### src/hdl/sic_pkg.sv
// ----------------------------------------------------------------------------
// sic_pkg
// shared register indexes and pipeline flag type for the incidence current block
// ----------------------------------------------------------------------------
package sic_pkg;

    // configuration register indexes
    localparam int CFG_IDX_W = 8;
    localparam logic [CFG_IDX_W-1:0] CFG_MAX_CURRENT = 8'd0;
    localparam logic [CFG_IDX_W-1:0] CFG_NORMAL_X    = 8'd1;
    localparam logic [CFG_IDX_W-1:0] CFG_NORMAL_Y    = 8'd2;
    localparam logic [CFG_IDX_W-1:0] CFG_NORMAL_Z    = 8'd3;

    // control flags that travel with each request down the pipe
    typedef struct packed {
        logic valid;
        logic neg;
        logic zero;
    } t_flags;

endpackage

### src/hdl/sic_div.sv
// ----------------------------------------------------------------------------
// sic_div
// saturation check and pipelined restoring divider, one quotient bit per stage
// ----------------------------------------------------------------------------
module sic_div #(
    parameter int CW = 16,
    parameter int IW = 16
) (
    input  logic               i_clk,
    input  logic               i_rst_n,
    input  logic               i_en,
    input  sic_pkg::t_flags    i_flags,
    input  logic [IW+2*CW-1:0] i_md,
    input  logic [2*CW-1:0]    i_den,
    input  logic [2*CW-1:0]    i_dm,
    output sic_pkg::t_flags    o_flags,
    output logic               o_sat,
    output logic [IW-1:0]      o_q
);
    localparam int DW = 2 * CW;

    sic_pkg::t_flags w_fl  [0:IW];
    logic            w_sat [0:IW];
    logic [DW-1:0]   w_rem [0:IW];
    logic [IW-1:0]   w_low [0:IW];
    logic [DW-1:0]   w_den [0:IW];
    logic [IW-1:0]   w_q   [0:IW];

    // entry stage: saturation test and split of the numerator
    sic_pkg::t_flags r0_fl;
    logic            r0_sat;
    logic [DW-1:0]   r0_rem;
    logic [IW-1:0]   r0_low;
    logic [DW-1:0]   r0_den;

    always_ff @(posedge i_clk) begin
        if (!i_rst_n) begin
            r0_fl <= '0;
        end else if (i_en) begin
            r0_fl <= i_flags;
        end
    end

    always_ff @(posedge i_clk) begin
        if (i_en) begin
            r0_sat <= i_dm >= i_den;
            r0_rem <= i_md[IW+DW-1:IW];
            r0_low <= i_md[IW-1:0];
            r0_den <= i_den;
        end
    end

    assign w_fl[0]  = r0_fl;
    assign w_sat[0] = r0_sat;
    assign w_rem[0] = r0_rem;
    assign w_low[0] = r0_low;
    assign w_den[0] = r0_den;
    assign w_q[0]   = '0;

    for (genvar k = 0; k < IW; k++) begin : g_stage
        sic_pkg::t_flags r_fl;
        logic            r_sat;
        logic [DW-1:0]   r_rem;
        logic [IW-1:0]   r_low;
        logic [DW-1:0]   r_den;
        logic [IW-1:0]   r_q;
        logic [DW:0]     n_sh;
        logic [DW:0]     n_diff;
        logic            n_fit;

        // shift in the next numerator bit and subtract when it fits
        assign n_sh   = {w_rem[k], w_low[k][IW-1]};
        assign n_fit  = n_sh >= {1'b0, w_den[k]};
        assign n_diff = n_sh - {1'b0, w_den[k]};

        always_ff @(posedge i_clk) begin
            if (!i_rst_n) begin
                r_fl <= '0;
            end else if (i_en) begin
                r_fl <= w_fl[k];
            end
        end

        always_ff @(posedge i_clk) begin
            if (i_en) begin
                r_sat <= w_sat[k];
                r_rem <= n_fit ? n_diff[DW-1:0] : n_sh[DW-1:0];
                r_low <= {w_low[k][IW-2:0], 1'b0};
                r_den <= w_den[k];
                r_q   <= {w_q[k][IW-2:0], n_fit};
            end
        end

        assign w_fl[k+1]  = r_fl;
        assign w_sat[k+1] = r_sat;
        assign w_rem[k+1] = r_rem;
        assign w_low[k+1] = r_low;
        assign w_den[k+1] = r_den;
        assign w_q[k+1]   = r_q;
    end

    assign o_flags = w_fl[IW];
    assign o_sat   = w_sat[IW];
    assign o_q     = w_q[IW];
endmodule

### config.mk
export PLATFORM = sky130hd
export DESIGN_NAME = sic_div
export DESIGN_NICKNAME = d
export VERILOG_FILES = /design/src/hdl/sic_pkg.sv /design/src/hdl/sic_div.sv
export SDC_FILE = /design/constraint.sdc
export NUM_CORES = 2
export LEC_CHECK = 0
export ABC_CLOCK_PERIOD_IN_PS = 4350
export BUFFER_PORTS_ARGS = -buffer_cell sky130_fd_sc_hd__buf_2
export CAP_MARGIN = 10
export CORE_ASPECT_RATIO = 0.7
export CORE_UTILIZATION = 56
export CTS_BUF_LIST = sky130_fd_sc_hd__clkbuf_2 sky130_fd_sc_hd__clkbuf_4 sky130_fd_sc_hd__clkbuf_8
export CTS_CLUSTER_SIZE = 25
export DETAILED_ROUTE_END_ITERATION = 16
export PLACE_DENSITY = 0.74
export SYNTH_ARGS = -nofsm -noshare
export SYNTH_HDL_FRONTEND = slang
export SYNTH_SLANG_ARGS = --single-unit
export TNS_END_PERCENT = 20
### constraint.sdc
create_clock -name i_clk -period 4.35 [get_ports i_clk]
set_input_delay 0.435 -clock i_clk [delete_from_list [all_inputs] [get_ports i_clk]]
set_output_delay 0.435 -clock i_clk [all_outputs]
set_load 0.03 [all_outputs]
==> impl_metrics.sql <==
INSERT INTO impl_metrics (metric_group, metric, value, unit) VALUES
('cells_and_area', 'fraction_of_layout_cells_with_a_size_suffix_above_1', '12.1', '%'),
('logic_synthesis', 'synth.top_cells.by_area', 'edfxtp_1, ha_1, mux2_2, inv_1, a21oi_1', ''),
('logic_synthesis', 'synth.avg_cell_area', '11.6', 'um2'),
('setup_path', 'crit_path_cell_trace', 'inv_1, ha_1, nor2b_1, o211ai_1, a21boi_0, o21bai_1, a21oi_1, o21ai_0, o21a_1, o31ai_1, a41oi_1, o21ai_2, buf_12, mux2_2', ''),
('logic_synthesis', 'synthSimpleGateAreaFrac', '8.72', '%'),
('sta', 'finalSetupTns', '0', 'ps'),
('run_status', 'run_status', 'finished clean', ''),
('floorplanning', 'design.die.area', '135000', 'um2'),
('clock_tree', 'cts-resized-gates', '0', ''),
('cells_and_area', 'fillCellCount', '10400', ''),
('floorplanning', 'width_of_the_chip', '439', 'um'),
('logic_synthesis', 'main_combinational_cell_family_by_area_after_synthesis', 'compound AO/OA/AOI/OAI gates', ''),
('logic_synthesis', 'yosys.cell_types.count', '96', ''),
('setup_path', 'crit_path_start_kind', 'flop', ''),
('logic_synthesis', 'synth_nets', '7107', ''),
('logic_synthesis', 'synth-warning-count', '0', ''),
('clock_tree', 'clkTransAtPathRegs', '70', 'ps'),
('cells_and_area', 'area_growth_syn_to_layout', '10.5', '%'),
('routing', 'avgRoutedWirePerCell', '20.0', 'um'),
('sta', 'maxClockFrequency', '0.249', 'GHz'),
('global_route', 'grt_start_max_net_pins', '127', ''),
('logic_synthesis', 'post_synth_fa_ha_maj_area_fraction', '9.51', '%'),
('min_path', 'min_to', 'g_stage[1].r_low[4]$_DFFE_PP_', ''),
('global_route', 'grt_antenna_before_repair', '4', ''),
('logic_synthesis', 'synth_top_cell_by_area', 'edfxtp_1', ''),
('clock_tree', 'clk_latency', '970', 'ps'),
('routing', 'initialDrtViolationCount', '5164', ''),
('routing', 'post-route-drc-count', '0', ''),
('placement', 'dpl.hpwl', '129000', 'um'),
('setup_path', 'arrival_time_at_the_worst_endpoint', '4720', 'ps'),
('logic_synthesis', 'yosys.area_share.xor_xnor', '4.66', '%'),
('clock_tree', 'clk_tree_root_cell', 'clkbuf_8', ''),
('logic_synthesis', 'post_synth_inst_count', '6430', ''),
('pwr', 'cellLeakagePower', '34.2', 'nW'),
('routing', 'dr_total_vias', '50300', ''),
('global_route', 'grt-ovfl-total', '0', ''),
('setup_path', 'critPathRequiredTime', '5050', 'ps'),
('routing', 'detail_route.first_pass.iterations', '8', ''),
('min_path', 'holdPathStages', '1', ''),
('placement', 'port_buffers', '137', ''),
('logic_synthesis', 'synth_largest_type_area_fraction', '52.7', '%'),
('sta', 'timing.max_slew.rel_slack', '31.0', '%'),
('setup_path', 'worst-path-buf-inv', '2', ''),
('sta', 'worst_clock_skew', '46.0', 'ps'),
('logic_synthesis', 'syn-cell-area', '74700', 'um2'),
('logic_synthesis', 'synth_async_sr_flop_share', '0', '%'),
('setup_path', 'critical-path-top-delay-family', 'compound AO/OA/AOI/OAI gates', ''),
('sta', 'final-setup-viol-count', '0', ''),
('global_route', 'gr-usage-all-layers', '25.4', '%'),
('setup_path', 'maximum_fanout_along_the_worst_path', '31', ''),
('sta', 'worst_slew_pin_slew', '1030', 'ps'),
('logic_synthesis', 'ys_ff_latch', '1364', ''),
('logic_synthesis', 'share_of_synthesized_area_occupied_by_flip_flops_and_latches', '54.1', '%'),
('sta', 'final-max-slew-violation-count', '0', ''),
('floorplanning', 'die_h', '308', 'um'),
('floorplanning', 'core_area', '132000', 'um2'),
('pwr', 'cellPowerDensity', '699', 'nW/um2'),
('routing', 'total_routed_wirelength', '174000', 'um'),
('job', 'max_cap_violations', '0', ''),
('logic_synthesis', 'synth_compound_gate_area_share', '13.3', '%'),
('sta', 'timing.final.crit_share', '92.4', '%'),
('placement', 'place_worst_setup_slack', '400', 'ps'),
('setup_path', 'worst-r2r-setup-slack', '330', 'ps'),
('min_path', 'min_path_type', 'primary input to flop', ''),
('sta', 'hold_viol_final', '0', ''),
('floorplanning', 'initial_utilization', '56.8', '%'),
('min_path', 'min-delay-start', 'i_en', ''),
('clock_tree', 'cts_made_buffers', '203', ''),
('cells_and_area', 'final_net_count', '7453', ''),
('global_route', 'number_of_global_route_vias_before_repair', '47700', ''),
('sta', 'finalWorstPathRequiredPeriod', '4020', 'ps');
metrics by stage:
stage               cell area, um2  instances
detailed placement           77800       8237
finish                       82600       8686
floorplan                    74700       6430
global placement             77800       8237
global route                 82600       8684
CTS                          82600       8682
state kept, by name, summed over array words and instances (netlist names), 3 cells and up:
register	count
g_stage.r_den	480
g_stage.r_fl	45
g_stage.r_low	120
g_stage.r_q	120
g_stage.r_rem	480
g_stage.r_sat	15
o_flags	3
o_q	16
r0_den	32
r0_fl	3
r0_low	16
r0_rem	32
cell type report:
type | count | area (um2) | area share, %
Antenna cell | 4 | 10.0 | 0.0121
Multi-Input combinational cell | 4223 | 31000 | 37.5
Sequential cell | 1364 | 40400 | 49.0
Clock inverter | 88 | 602 | 0.728
Timing Repair Buffer | 300 | 2450 | 2.97
Inverter | 684 | 2570 | 3.11
Tap cell | 1751 | 2190 | 2.65
Clock buffer | 272 | 3350 | 4.05
logic make-up (layout without fill, tap and decap cells):
group / after synthesis / after routing
AO/OA/AOI/OAI: 1569 / 1569
flip-flops: 1364 / 1364
AND/OR/NAND/NOR: 1347 / 1347
buffers and inverters: 843 / 1344
adder cells (fa/ha/maj): 559 / 559
XOR/XNOR: 398 / 398
multiplexers: 350 / 350
other: 0 / 4
synthesized netlist by cell type (139+ instances only):
master	n
edfxtp_1	1313
inv_1	684
ha_1	544
a21oi_1	466
nand2_1	401
o21ai_0	354
nor2_1	319
a21o_1	254
xnor2_1	242
mux2_2	235
xor2_1	156
nor2b_1	139
layer usage:
layer  track usage, %  share of wire, %
met2             38.2                44
met5                0             0.011
met4             6.60               1.8
met3             4.76               7.4
met1             37.7                47
how the worst max path moves through the flow:
stage,endpoint,depth (start not counted),from
4_1_cts,g_stage[10].r_rem[4]$_DFFE_PP_,14,g_stage[9].r_den[1]$_DFFE_PP_
3_5_place_dp,g_stage[10].r_rem[4]$_DFFE_PP_,14,g_stage[9].r_den[1]$_DFFE_PP_
6_report,g_stage[10].r_rem[4]$_DFFE_PP_,14,g_stage[9].r_den[1]$_DFFE_PP_
5_1_grt,g_stage[10].r_rem[4]$_DFFE_PP_,14,g_stage[9].r_den[1]$_DFFE_PP_
3_3_place_gp,g_stage[13].r_rem[2]$_DFFE_PP_,14,g_stage[12].r_den[1]$_DFFE_PP_
2_1_floorplan,g_stage[12].r_rem[14]$_DFFE_PP_,15,g_stage[11].r_den[1]$_DFFE_PP_
worst reg2reg max path, cell delays in order (launching register included):
cell,delay [ps]
edfxtp_1,450
inv_1,70
ha_1,300
nor2b_1,230
o211ai_1,110
a21boi_0,320
o21bai_1,130
a21oi_1,250
o21ai_0,190
o21a_1,250
o31ai_1,330
a41oi_1,190
o21ai_2,300
buf_12,250
mux2_2,410
where the power goes:
part	internal [mW]	switching [mW]	leakage (nW)
registers	18.9	2.14	13.3
logic	11.8	14.5	18.9
clock network	5.32	5.08	2.09
timing repair:
item	4_1_cts	5_1_grt
buffers inserted	0	0
endpoints found under the hold margin	84	0
hold buffers	85	0
cell usage in the layout (no fill, tap or decap), types with 40 or more instances in the layout:
cell type | synthesis | layout
a21o_1 | 254 | 254
nand3_1 | 110 | 110
nand4_1 | 81 | 81
xnor2_1 | 242 | 242
mux2_2 | 235 | 235
buf_4 | 2 | 53
nor2_1 | 319 | 319
dfxtp_1 | 51 | 51
nor2b_1 | 139 | 139
edfxtp_1 | 1313 | 1313
xor2_1 | 156 | 156
o21ai_0 | 354 | 354
dlygate4sd3_1 | 0 | 85
nand2_1 | 401 | 401
buf_2 | 28 | 136
clkbuf_8 | 0 | 209
mux2i_1 | 78 | 78
inv_1 | 684 | 684
ha_1 | 544 | 544
clkbuf_4 | 0 | 63
clkinv_1 | 0 | 46
o21bai_1 | 65 | 65
a21oi_1 | 466 | 466
o21a_1 | 66 | 65
a31oi_1 | 40 | 40
nor3_1 | 68 | 68
nand2b_1 | 83 | 83
No activity file was read; power rests on OpenSTA's default activity.
